### src/hdl/token_dictionary_expander_core_assert.svh
// ---------------------------------------------------------------------------
// Assertion macros for the token dictionary expander.
// Each macro places one labeled concurrent assertion on the rising clock edge,
// disabled while the active-low reset is asserted.
// ---------------------------------------------------------------------------
`ifndef TOKEN_DICTIONARY_EXPANDER_CORE_ASSERT_SVH
`define TOKEN_DICTIONARY_EXPANDER_CORE_ASSERT_SVH

// Consequent must hold in the same cycle as the antecedent.
`define TDE_ASSERT_IMP(name, clk, rst_n, ante, cons, msg) \
    name: assert property (@(posedge clk) disable iff (!rst_n) (ante) |-> (cons)) \
        else $error(msg);

// Consequent must hold in the cycle after the antecedent.
`define TDE_ASSERT_NEXT(name, clk, rst_n, ante, cons, msg) \
    name: assert property (@(posedge clk) disable iff (!rst_n) (ante) |=> (cons)) \
        else $error(msg);

`endif

### src/hdl/tde_pkg.sv
`timescale 1ns / 1ps
// ---------------------------------------------------------------------------
// tde_pkg: shared types and constants
// Command and queue entry codes, field widths and parameter defaults used by
// the front end, the command queue and the back end.
// ---------------------------------------------------------------------------
package tde_pkg;

    // Parameter defaults.
    localparam int TOKEN_COUNT_DEF     = 65536;
    localparam int DICT_BYTES_DEF      = 2097152;
    localparam int MAX_ENTRY_BYTES_DEF = 512;
    localparam int WORD_BYTES_DEF      = 8;

    // At most this many words come out of one decode.
    localparam int MAX_RESULTS = 64;

    // Field widths.
    localparam int CMD_W     = 2;
    localparam int TIDX_W    = 17;
    localparam int OFFSET_W  = 22;
    localparam int DADDR_W   = 21;
    localparam int TOKEN_W   = 16;
    localparam int OUT_W     = 64;
    localparam int CNT_W     = 4;

    // Byte store banking: one bank per byte lane of an output word.
    localparam int BANKS  = 8;
    localparam int BANK_W = 3;
    // Byte position inside the store during a burst: offset plus entry length.
    localparam int POS_W  = 23;

    // Command queue.
    localparam int QUEUE_DEPTH = 4;
    localparam int QPTR_W      = $clog2(QUEUE_DEPTH);
    localparam int QCNT_W      = $clog2(QUEUE_DEPTH + 1);

    // Input command codes.
    localparam logic [CMD_W-1:0] CMD_WR_OFF  = 2'd0;
    localparam logic [CMD_W-1:0] CMD_WR_BYTE = 2'd1;
    localparam logic [CMD_W-1:0] CMD_DECODE  = 2'd2;

    // Classified work kinds held in the queue.
    localparam logic [1:0] K_OFF  = 2'd0;
    localparam logic [1:0] K_BYTE = 2'd1;
    localparam logic [1:0] K_DEC  = 2'd2;
    localparam logic [1:0] K_ERR  = 2'd3;

    typedef struct packed {
        logic [1:0]          kind;
        logic [DADDR_W-1:0]  addr;   // table slot, store address or token
        logic [OFFSET_W-1:0] data;   // offset value or store byte
    } t_qent;

    typedef struct packed {
        logic  valid;
        t_qent ent;
    } t_qpush;

    typedef struct packed {
        logic  empty;
        t_qent head;
    } t_qout;

endpackage

### src/hdl/tde_front.sv
`timescale 1ns / 1ps
// ---------------------------------------------------------------------------
// tde_front: command intake and classification
// Takes commands from the start/busy handshake, drops those that have no
// effect and queues the rest as classified work for the back end.
// ---------------------------------------------------------------------------
module tde_front #(
    parameter int TOKEN_COUNT = tde_pkg::TOKEN_COUNT_DEF,
    parameter int DICT_BYTES  = tde_pkg::DICT_BYTES_DEF
) (
    input  logic                          i_start,
    input  logic [tde_pkg::CMD_W-1:0]     i_cmd,
    input  logic [tde_pkg::TIDX_W-1:0]    i_table_index,
    input  logic [tde_pkg::OFFSET_W-1:0]  i_offset_value,
    input  logic [tde_pkg::DADDR_W-1:0]   i_data_address,
    input  logic [7:0]                    i_data_byte,
    input  logic [tde_pkg::TOKEN_W-1:0]   i_token_num,
    input  logic                          i_full,
    output logic                          o_busy,
    output tde_pkg::t_qpush               o_push
);
    import tde_pkg::*;

    logic accept;
    logic keep;

    assign o_busy = i_full;
    assign accept = i_start && !i_full;

    always_comb begin
        keep       = 1'b0;
        o_push.ent = '0;
        case (i_cmd)
            CMD_WR_OFF: begin
                keep            = 32'(i_table_index) <= 32'(TOKEN_COUNT);
                o_push.ent.kind = K_OFF;
                o_push.ent.addr = DADDR_W'(i_table_index);
                o_push.ent.data = i_offset_value;
            end
            CMD_WR_BYTE: begin
                keep            = 32'(i_data_address) < 32'(DICT_BYTES);
                o_push.ent.kind = K_BYTE;
                o_push.ent.addr = i_data_address;
                o_push.ent.data = OFFSET_W'(i_data_byte);
            end
            CMD_DECODE: begin
                keep            = 1'b1;
                o_push.ent.kind = (32'(i_token_num) < 32'(TOKEN_COUNT)) ? K_DEC : K_ERR;
                o_push.ent.addr = DADDR_W'(i_token_num);
            end
            default: begin
                keep = 1'b0;
            end
        endcase
        o_push.valid = accept && keep;
    end

endmodule

### config.mk
export PLATFORM = sky130hd
export DESIGN_NAME = tde_front
export DESIGN_NICKNAME = d
export VERILOG_FILES = /design/src/hdl/token_dictionary_expander_core_assert.svh /design/src/hdl/tde_pkg.sv /design/src/hdl/tde_front.sv
export SDC_FILE = /design/constraint.sdc
export NUM_CORES = 1
export LEC_CHECK = 0
export BUFFER_PORTS_ARGS = -buffer_cell sky130_fd_sc_hd__buf_4
export CORE_AREA = 2 2 52 54
export DETAILED_ROUTE_END_ITERATION = 7
export DIE_AREA = 0 0 54 56
export GPL_TIMING_DRIVEN = 0
export PLACE_DENSITY_LB_ADDON = 0.08
export SLEW_MARGIN = 0
export SYNTH_ARGS = -nofsm -noshare
export SYNTH_HDL_FRONTEND = slang
export SYNTH_SLANG_ARGS = --single-unit
### constraint.sdc
create_clock -name vclk -period 1.19
set_input_delay 0 -clock vclk [all_inputs]
set_output_delay 0 -clock vclk [all_outputs]
set_load 0.005 [all_outputs]
# After elaboration in Yosys (flattened, before gate mapping)
# Index checks and enable logic that the tools add are counted.
# classes
reduce_logical	5
eq_ne	2
n_mux	3
n_lt_le_gt_ge	1
# op_table
cell	n
23-bit one-hot mux with 3 select lines	1
22-bit one-hot mux with 2 select lines	1
17-bit <= comparator (second input constant)	1
2-bit by 1-bit == test with 1-bit output (second input constant)	1
2-bit == test (second input constant)	1
1-bit logical AND	2
2-bit zero test	1
1-bit one-hot mux with 2 select lines	1
2-bit OR reduction	1
1-bit zero test	1
# totals
wordCells	11
out_inout_bits	47
input_bits	88
regBits	0

# Depth between registers and ports, before layout
# depth
ltp_word	4
mapped_depth	6
mapped_depth_nobuf	4

# Least setup slack after synthesis
# Ideal clock, no wire load.
# synth_path
path_kind	input-to-output
from	input port i_cmd[1] (netlist name)
to	output port o_push[34] (netlist name)
required_ns	1.190
path_buffers	2
arrival_ns	0.841
setup_slack_ns	0.349
path_stages	6
cell_sequence	inv_1 -> ha_1 -> buf_6 -> buf_8 -> a222oi_1 -> nor2_1
# synth_rtl
item	line_no	source
from (decl)	tde_front.sv:12	input logic [tde_pkg::CMD_W-1:0] i_cmd,
to (decl)	tde_front.sv:20	output tde_pkg::t_qpush o_push

==> summary.md <==
| Metric | Value |
|---|---|
| Post-route ant nets | 0 |
| Met2 wire len | 2031 um |
| Max-slew headroom | 71.45% |
| Cell with the largest stage delay on the worst path | a222oi_1 |
| Worst Tran Pin Value | 428.3 ps |
| IO buf count | 135 |
| Synth warn | 0 |
| Setup TNS | 0 ps |
| WL per Instance | 13.94 um |
| Crit path cell chain | buf_4 -> inv_2 -> ha_4 -> buf_4 -> a222oi_1 -> nor2_1 -> buf_4 |
| Setup violations, final | 0 |
| Final setup margin | roughly 80 ps |
| Antenna violations before repair | 0 |
| Die Area | between 0.003 and 0.004 sq mm |
| WL final | between 3000 and 4000 um |
| Max Used Layer | met4 |
| DRC viols | 0 |
| Peak VDD IR | 0.2357 mV |
| Starting Density | a little over a quarter |
| Pre-CTS setup slack | approximately 8.0 ps |
| Worst Setup EP | o_push[36] |
| Num rows | 18 |
| Fin. Hold Viols | 0 |
| Core Region | around 0.0024 sq mm |
| WL met3 | roughly 350 um |
| # IOs | roughly 140 |
| GRT Util Overall | between 20% and 30% |
| DR vias/cell | roughly 5 |
| Pins over their slew limit | 0 |
| Top-area cell type share of the netlist area | about 25% |
| Synthesized area | roughly 640 sq um |
| Status | finished clean |
| Count of unique library cells instantiated by Yosys | 18 |
| Syn Nets | ~180 |
| Finished Layout Cells | 253 |
| Largest cells by area after synthesis | a222oi_1 (25%), and2_1 (18%), ha_1 (12%), a22o_1 (11%), nor2_1 (9.9%) |
| Grt ovf | 0 |
| Pin count of the biggest net entering global routing | 11 |
| Crit start category | primary input |
| Min cycle time layout | 1111 ps |
| Type of the most critical hold path | in -> out |
| Cells after Synth | 89 |
| Max Clk Rate | 0.9003 GHz |
| Seq/Total Area, Yosys | 0% |
| ANT cells | 0 |
| Avg Cell Area, Syn | a little over 7 sq um |
| Most instantiated library cell after synthesis | and2_1 |
| Dpl hpwl | ~3000 um |
| Slowest stage delay, CP | about 350 ps |
| Storage element area | 0 sq um |
| Cell mode on critical path | buf_4 |
| FFs & Latches | 0 |
| Final net count | 319 |
| Synth area leader | a222oi_1 |
| First-pass GRT wire length | 5085 um |
| Dpl cells | 254 |
| DRT met1 WL | 1132 um |
| Required time of the critical path | approximately 1200 ps |
| Share of cells above drive strength 1 | about two thirds |
| Leak Pwr | 0.9401 nW |
| Tcrit/Tclk final | 93.34% |
| DR iter-0 viols | 83 |
| WS Path Type | in -> out |
| Worst Path Arrival | 1110 ps |
| Drt pass-1 iters | 7 |
| Pwr Density | around 350 mW/mm^2 |
| Synth-to-layout area growth | 167.9% |
| Die height | 56 um |
| Vias in the first global route | roughly 1200 |
| Max-cap violations | 0 |
| Die Wd | around 54 um |
| Commonest cells in the synthesized netlist | and2_1 (18), nor2_1 (17), a222oi_1 (16), a22o_1 (8), ha_1 (6) |
| Hold_ws | between 200 and 300 ps |
| Crit Path Max Fanout | 10 |
| Crit end category | primary output |
| GPL Wtd Cong | around 0.74 |
| CP Launch Point | i_cmd[1] |
| Via count | about 1300 |
| CLK BUF | 0 |
per-stage QoR:
step	utilization (%)	instance area (sq um)	total power [W]
floorplan	-	643.1	0.0001899
global placement	69.65	1694	0.0005784
detailed placement	69.65	1694	0.0005941
CTS	69.75	1697	0.0005963
global route	70.83	1723	0.0006536
finish	70.83	1723	0.0006047
logic make-up after synthesis:
| logic type | synth area share, % |
|---|---|
| compound gates | 38.72 |
| fa+ha+maj | 11.67 |
| buf+inv | 15.17 |
| simple gates | 34.44 |
worst min-delay path by stage:
stage | from | to | slack (ps) | cells after the start
4_1_cts | i_full | o_busy | 270 | 3
5_1_grt | i_full | o_busy | 280 | 3
2_1_floorplan | i_table_index[16] | o_push[45] | 70 | 1
6_report | i_full | o_busy | 270 | 3
3_3_place_gp | i_full | o_busy | 270 | 3
3_5_place_dp | i_full | o_busy | 270 | 3
timing repair:
item                       in CTS  in global routing
hold buffers                    0                  0
setup endpoints to repair       1                 12
setup buffers                   0                  0
gates resized for setup         1                  9
pin swaps                       0                  6
routing by layer:
layer,vias up,GRT usage (%)
met1,594,20.35
met3,2,2.688
li1,619,-
met2,86,45.64
met4,0,0.7143
met5,-,0
layout by cell type (no fill, tap or decap):
cell / Yosys / final
nor3b_1: 1 / 1
buf_6: 2 / 1
and2_1: 18 / 18
ha_1: 6 / 3
a222oi_1: 16 / 16
a22oi_1: 1 / 1
buf_4: 1 / 137
a22o_1: 8 / 8
a31oi_1: 1 / 1
nor2_1: 17 / 17
clkbuf_1: 3 / 3
buf_8: 2 / 2
ha_4: 0 / 3
o21ai_1: 1 / 1
inv_1: 3 / 1
nor4_1: 4 / 4
buf_2: 3 / 2
nand4_1: 1 / 1
inv_2: 0 / 2
nor2b_1: 1 / 1
power breakdown:
| part | internal (W) | switching (W) |
|---|---|---|
| combinational | 0.000396 | 0.000209 |
| sequential | 0 | 0 |
| clock | 0 | 0 |
| total | 0.000396 | 0.000209 |
worst max-delay path, delay by kind of cell:
kind	cells	cell delay (ps)
and+or+nand+nor	1	80
adders and majority gates	1	170
buffers and inverters	4	500
AOI/OAI and AO/OA	1	350
area by class of cell:
cell class	instances	area (sq um)
Buffer	10	77.57
Fill cell	208	709.4
Inverter	3	11.26
Multi-Input combinational cell	75	583.1
Tap cell	30	37.54
Timing Repair Buffer	135	1013
Power figures use the tool's default switching activity.
