`src/hdl/token_dictionary_expander_core_assert.svh`:
```
// ---------------------------------------------------------------------------
// Assertion macros for the token dictionary expander.
// Each macro places one labeled concurrent assertion on the rising clock edge,
// disabled while the active-low reset is asserted.
// ---------------------------------------------------------------------------
`ifndef TOKEN_DICTIONARY_EXPANDER_CORE_ASSERT_SVH
`define TOKEN_DICTIONARY_EXPANDER_CORE_ASSERT_SVH

// Consequent must hold in the same cycle as the antecedent.
`define TDE_ASSERT_IMP(name, clk, rst_n, ante, cons, msg) \
    name: assert property (@(posedge clk) disable iff (!rst_n) (ante) |-> (cons)) \
        else $error(msg);

// Consequent must hold in the cycle after the antecedent.
`define TDE_ASSERT_NEXT(name, clk, rst_n, ante, cons, msg) \
    name: assert property (@(posedge clk) disable iff (!rst_n) (ante) |=> (cons)) \
        else $error(msg);

`endif

```
`src/hdl/tde_pkg.sv`:
```
`timescale 1ns / 1ps
// ---------------------------------------------------------------------------
// tde_pkg: shared types and constants
// Command and queue entry codes, field widths and parameter defaults used by
// the front end, the command queue and the back end.
// ---------------------------------------------------------------------------
package tde_pkg;

    // Parameter defaults.
    localparam int TOKEN_COUNT_DEF     = 65536;
    localparam int DICT_BYTES_DEF      = 2097152;
    localparam int MAX_ENTRY_BYTES_DEF = 512;
    localparam int WORD_BYTES_DEF      = 8;

    // At most this many words come out of one decode.
    localparam int MAX_RESULTS = 64;

    // Field widths.
    localparam int CMD_W     = 2;
    localparam int TIDX_W    = 17;
    localparam int OFFSET_W  = 22;
    localparam int DADDR_W   = 21;
    localparam int TOKEN_W   = 16;
    localparam int OUT_W     = 64;
    localparam int CNT_W     = 4;

    // Byte store banking: one bank per byte lane of an output word.
    localparam int BANKS  = 8;
    localparam int BANK_W = 3;
    // Byte position inside the store during a burst: offset plus entry length.
    localparam int POS_W  = 23;

    // Command queue.
    localparam int QUEUE_DEPTH = 4;
    localparam int QPTR_W      = $clog2(QUEUE_DEPTH);
    localparam int QCNT_W      = $clog2(QUEUE_DEPTH + 1);

    // Input command codes.
    localparam logic [CMD_W-1:0] CMD_WR_OFF  = 2'd0;
    localparam logic [CMD_W-1:0] CMD_WR_BYTE = 2'd1;
    localparam logic [CMD_W-1:0] CMD_DECODE  = 2'd2;

    // Classified work kinds held in the queue.
    localparam logic [1:0] K_OFF  = 2'd0;
    localparam logic [1:0] K_BYTE = 2'd1;
    localparam logic [1:0] K_DEC  = 2'd2;
    localparam logic [1:0] K_ERR  = 2'd3;

    typedef struct packed {
        logic [1:0]          kind;
        logic [DADDR_W-1:0]  addr;   // table slot, store address or token
        logic [OFFSET_W-1:0] data;   // offset value or store byte
    } t_qent;

    typedef struct packed {
        logic  valid;
        t_qent ent;
    } t_qpush;

    typedef struct packed {
        logic  empty;
        t_qent head;
    } t_qout;

endpackage

```
`src/hdl/tde_fifo.sv`:
```
`timescale 1ns / 1ps
// ---------------------------------------------------------------------------
// tde_fifo: command queue
// Short first-in first-out queue of classified commands between the front
// end and the back end.
// ---------------------------------------------------------------------------
`include "token_dictionary_expander_core_assert.svh"

module tde_fifo (
    input  logic            i_clk,
    input  logic            i_rst_n,
    input  tde_pkg::t_qpush i_push,
    input  logic            i_pop,
    output logic            o_full,
    output tde_pkg::t_qout  o_q
);
    import tde_pkg::*;

    t_qent             r_slot [QUEUE_DEPTH];
    logic [QPTR_W-1:0] r_wr;
    logic [QPTR_W-1:0] r_rd;
    logic [QCNT_W-1:0] r_count;
    logic              empty;

    assign empty     = (r_count == '0);
    assign o_full    = (r_count == QCNT_W'(QUEUE_DEPTH));
    assign o_q.empty = empty;
    assign o_q.head  = r_slot[r_rd];

    always_ff @(posedge i_clk) begin
        if (i_push.valid) begin
            r_slot[r_wr] <= i_push.ent;
        end
    end

    always_ff @(posedge i_clk) begin
        if (!i_rst_n) begin
            r_wr    <= '0;
            r_rd    <= '0;
            r_count <= '0;
        end else begin
            if (i_push.valid) begin
                r_wr <= QPTR_W'(r_wr + 1'b1);
            end
            if (i_pop) begin
                r_rd <= QPTR_W'(r_rd + 1'b1);
            end
            case ({i_push.valid, i_pop})
                2'b10:   r_count <= QCNT_W'(r_count + 1'b1);
                2'b01:   r_count <= QCNT_W'(r_count - 1'b1);
                default: r_count <= r_count;
            endcase
        end
    end

    `TDE_ASSERT_IMP(a_no_overflow, i_clk, i_rst_n, i_push.valid, !o_full, "push into full queue")
    `TDE_ASSERT_IMP(a_no_underflow, i_clk, i_rst_n, i_pop, !empty, "pop from empty queue")

endmodule

```
`config.mk`:
```
export PLATFORM = sky130hd
export DESIGN_NAME = tde_fifo
export DESIGN_NICKNAME = d
export VERILOG_FILES = /design/src/hdl/tde_pkg.sv /design/src/hdl/tde_fifo.sv
export VERILOG_INCLUDE_DIRS = /design/src /design/src/hdl
export SDC_FILE = /design/constraint.sdc
export NUM_CORES = 1
export LEC_CHECK = 0
export ABC_AREA = 1
export BUFFER_PORTS_ARGS = -buffer_cell sky130_fd_sc_hd__buf_2
export CORE_MARGIN = 2
export CORE_UTILIZATION = 35
export DETAILED_ROUTE_END_ITERATION = 16
export MAX_ROUTING_LAYER = met4
export PLACE_DENSITY = 0.57
export REMOVE_ABC_BUFFERS = 1
export SLEW_MARGIN = 20
export SYNTH_ARGS = -nofsm -noshare
export SYNTH_HDL_FRONTEND = slang
export SYNTH_SLANG_ARGS = --single-unit
```
`constraint.sdc`:
```
create_clock -name i_clk -period 3.3 [get_ports i_clk]
set_input_delay 0.33 -clock i_clk [delete_from_list [all_inputs] [get_ports i_clk]]
set_output_delay 0.33 -clock i_clk [all_outputs]
set_load 0.005 [all_outputs]
```
**After elaboration in Yosys (flattened, before gate mapping)**

Memories as Yosys holds them, arrays and structs flattened. A register that Yosys moved wholly into a read port is not among the register bits.
Cells that the tools add are included.

- Logic and storage cells: 18
- Output and inout port bits: 47
- Flip-flop bits (word level): 7
- Input port bits: 49
- Memories kept: 1
- Memory bits (writable): 180

Memories:

| memory | depth | bits a word | read ports | clocked after memory_dff | wr ports | line | text |
|---|---|---|---|---|---|---|---|
| r_slot | 4 | 45 | 1 | 1 | 1 | tde_fifo.sv:19 | `t_qent r_slot [QUEUE_DEPTH];` |

- Equal/unequal tests: 3
- Multiplexer cells: 5
- Reduce and logical (&&, ||, !) cells: 2
- Add/sub/neg operators: 4

Operator list:

| operator | number |
|---|---|
| 3-bit case mux with 2 select lines | 1 |
| 2-bit by 1-bit adder with 2-bit output, second input constant | 2 |
| 2-bit 2-to-1 mux | 2 |
| 3-bit by 1-bit adder with 3-bit output, second input constant | 1 |
| 3-bit == test, second input constant | 1 |
| 3-bit logical NOT | 1 |
| 3-bit by 1-bit subtractor with 3-bit output, second input constant | 1 |
| 2-bit by 1-bit == test with 1-bit output, second input constant | 1 |
| 2-bit == test, second input constant | 1 |
| 1-bit 2-to-1 mux | 2 |
| 2-bit nonzero test | 1 |

**Depth between registers and ports, before layout**

- Depth after elaboration: 3
- Depth in mapped cells: 10
- Mapped depth without buffers: 10

**Least setup slack after synthesis**

Ideal clock, no wire load.

- Path type: flip-flop to flip-flop
- Start point: register r_wr[0]
- End point: memory r_slot[2][0] in the netlist's numbering, enable pin
- Stages on the path, launching flop included: 5
- Library setup time: 0.399 ns
- Arrival: 1.470 ns
- Path slack: 1.430 ns
- Buffers on the path: 0
- Period minus slack after synthesis: 1.870 ns
- Data required time: 2.901 ns
- Cells stage by stage: dfxtp_1 inv_1 ha_1 nand2_1 inv_1

RTL lines:

| element | line | text |
|---|---|---|
| start, declared | tde_fifo.sv:20 | `logic [QPTR_W-1:0] r_wr;` |
| start signal, assigned | tde_fifo.sv:43 | `r_wr <= QPTR_W'(r_wr + 1'b1);` |
| end, declared | tde_fifo.sv:19 |  |

Straight into the memory's write port.

==> impl_metrics.csv <==
group,metric,value,unit
detailed_routing,wirelength,15.3,mm
detailed_routing,first_pass_iters,4,
detailed_routing,avgRoutedWirePerCell,17.6,um
yosys,synthDistinctLibCells,21,
die,die_w,148,um
detailed_routing,wl_met1,6.74,mm
yosys,syn_inst,493,
yosys,synth_area_leaders,"edfxtp_1 (75%), nor2_1 (4.8%), o21ai_1 (4.1%), o22ai_1 (3.9%), dfxtp_1 (2.5%)",
grt,grt_max_degree,91,
yosys,synth_area,7250,sq um
cts,cts.sinks,189,
critical_path,critPathTopFamily,"flip-flops",
sta,fmax,398,MHz
flow_run,max_cap_viol_count,0,
die,start_util,0.357,
pwr,p_leak,2.95,nW
critical_path,start_kind,"flop",
critical_path,path_buf_inv,2,
cts,ctsRootBufferMaster,"clkbuf_16",
yosys,syn_avg_cell_area,14.7,sq um
sta,worst_slew_pin_slew,826,ps
worst_hold_path,min_path_cells,1,
detailed_routing,num_vias,4267,
layout,nets,642,
cts,numCtsBuffers,17,
critical_path,max_stage_delay,860,ps
sta,fin_crit_sh,0.762,
critical_path,cp_cell_sequence,"inv_12 -> o21ai_1 -> o22ai_1 -> buf_2",
yosys,ys_seq_area_frac,0.770,
critical_path,crit_fanout,90,
cts,cts_tree,"done",
placement,port_buffers,95,
placement,gp_congestion,0.720,
detailed_routing,routed.top_layer,"met4",
yosys,synth_area_leader_cell,"edfxtp_1",
cts,clock_latency,420,ps
layout,stdcell_area,8400,sq um
detailed_routing,viasPerCell,4.89,
detailed_routing,ant_nets,0,
layout,drive_gt1_frac,0.233,
sta,setup_viol,0,
pwr,peakVddDrop,0.000304,V
die,rows,52,
critical_path,crit_type,"reg2out",
placement,dpl-instance-area,7820,sq um
outcome,status,"complete, no violations",
sta,hold_viol,0,
grt,track_usage,0.150,
grt,grt_pass1_vias,4497,
detailed_routing,drt_first_iter_violations,226,
cts,cts-resized-gates,0,
critical_path,critPathArrivalTime,2180,ps
pwr,p_per_area,617,nW/um^2
yosys,yosys_warnings,0,
critical_path,worst_ep_required_time,2970,ps
die,die_h,148,um
grt,antenna_found_initial,3,
cts,clock_path_buffers,2,
grt,grt_pass1_wl,23.9,mm
cts,postCtsSetupBuffers,0,
grt,gr-total-overflow,0,
sta,drv_slew,0,
critical_path,cp_slowest_cell,"dfxtp_4",
detailed_routing,dr_wl_met2,7.65,mm
die,die_area,21900,sq um
critical_path,ff2ff_path_depth,5,
worst_hold_path,min_path_type,"in2reg",
sta,timing.final.crit_period,2510,ps
yosys,yosys.area.top_type_share,0.745,
critical_path,worst_setup_path_end_kind,"primary output",
layout,layout_commonest_cell,"edfxtp_1",
cts,cts-hold-fix-buffers,0,
yosys,ys_seq_elements,189,
critical_path,cp_num_cells,4,
cts,htreeDepth,4,
sta,grt_setup_unrepaired,"false",
layout,syn2layout_area_growth,15.8,%
sta,finalClockSkew,8.86,ps
layout,mostFrequentLayoutCells,"edfxtp_1 (180), buf_2 (95), nor2_1 (93)",
detailed_routing,drc,0,
die,coreArea,20300,sq um
cts,cts.clk_slew.worst_paths,70,ps
die,io_pins,96,
sta,final.setup.tns,0,ps
detailed_routing,dr_wl_met3,759,um
sta,slew_headroom,0.449,
placement,post-dp-hpwl,8.69,mm
==> worst reg2reg max path, cell delays in order (launching register included) <==
cell	delay (ps)
dfxtp_1	330
inv_1	90
ha_1	150
nand2_1	60
inv_2	290
buf_4	530
==> cell usage after synthesis <==
cell type / instances
inv_1: 15
nor2_1: 93
dfxtp_1: 9
o22ai_1: 45
nand4_1: 1
nand2_1: 9
buf_2: 8
buf_8: 4
nand3_1: 1
ha_1: 5
fa_1: 1
clkinv_2: 1
a21oi_1: 5
buf_4: 5
inv_12: 1
o21ai_1: 60
buf_12: 5
edfxtp_1: 180
o21ai_0: 36
buf_6: 7
nor3_1: 2
==> kinds of logic (layout without fill, tap and decap cells) <==
logic type / count (synthesis) / count (layout) / synth area share
AO/OA/AOI/OAI: 146 / 146 / 0.109
AND/OR/NAND/NOR: 106 / 106 / 0.0557
flip-flops: 189 / 189 / 0.770
adder cells (fa/ha/maj): 6 / 6 / 0.0114
buffers and inverters: 46 / 153 / 0.0543
other: 0 / 3 / 0
==> layout make-up <==
type | count | area [sq um]
fill | 1906 | 11900
sequential | 189 | 5590
multi-input combinational | 258 | 1270
timing repair buffer | 104 | 543
clock buffer | 17 | 425
tap | 270 | 338
clock inverter | 15 | 145
inverter | 17 | 77.6
antenna | 3 | 7.51
==> power by group <==
part | internal [mW] | switching (mW) | total [mW]
logic | 0.155 | 0.271 | 0.427
clock network | 1.11 | 0.860 | 1.97
registers | 2.74 | 0.0470 | 2.78
==> state kept, by name, summed over array words and instances (netlist names), named ones only <==
name and cells:
r_slot 180, r_count 3, r_rd 2, r_wr 2
==> final timing paths <==
kind / startpoint / end / slack (ps)
worst max-delay path: flop / o_q[20] / 790
worst min-delay path: i_push[18] / r_slot[2][18]$_DFFE_PP_ / 120
worst max register to register: r_wr[1]$_SDFFE_PN0P_ / r_slot[1][31]$_DFFE_PP_ / 1480
worst min register to register: r_rd[1]$_SDFFE_PN0P_ / flop / 440
==> through the flow <==
stage	std cells	hold slack, ps	util	total power [mW]	setup WS (ps)
floorplan	464	412	-	3.04	600
global placement	838	421	0.385	3.25	1230
detailed placement	838	425	0.385	3.27	1160
CTS	870	97.9	0.413	5.24	695
global route	873	103	0.414	5.39	578
finish	873	119	0.414	5.18	787
==> metal layers <==
metal / global-route usage / up-vias
met4: 0.0452 / 0
met3: 0.0463 / 16
met2: 0.244 / 92
li1: - / 2036
met5: - / -
met1: 0.181 / 2123
(Power assumes the default switching activity.)
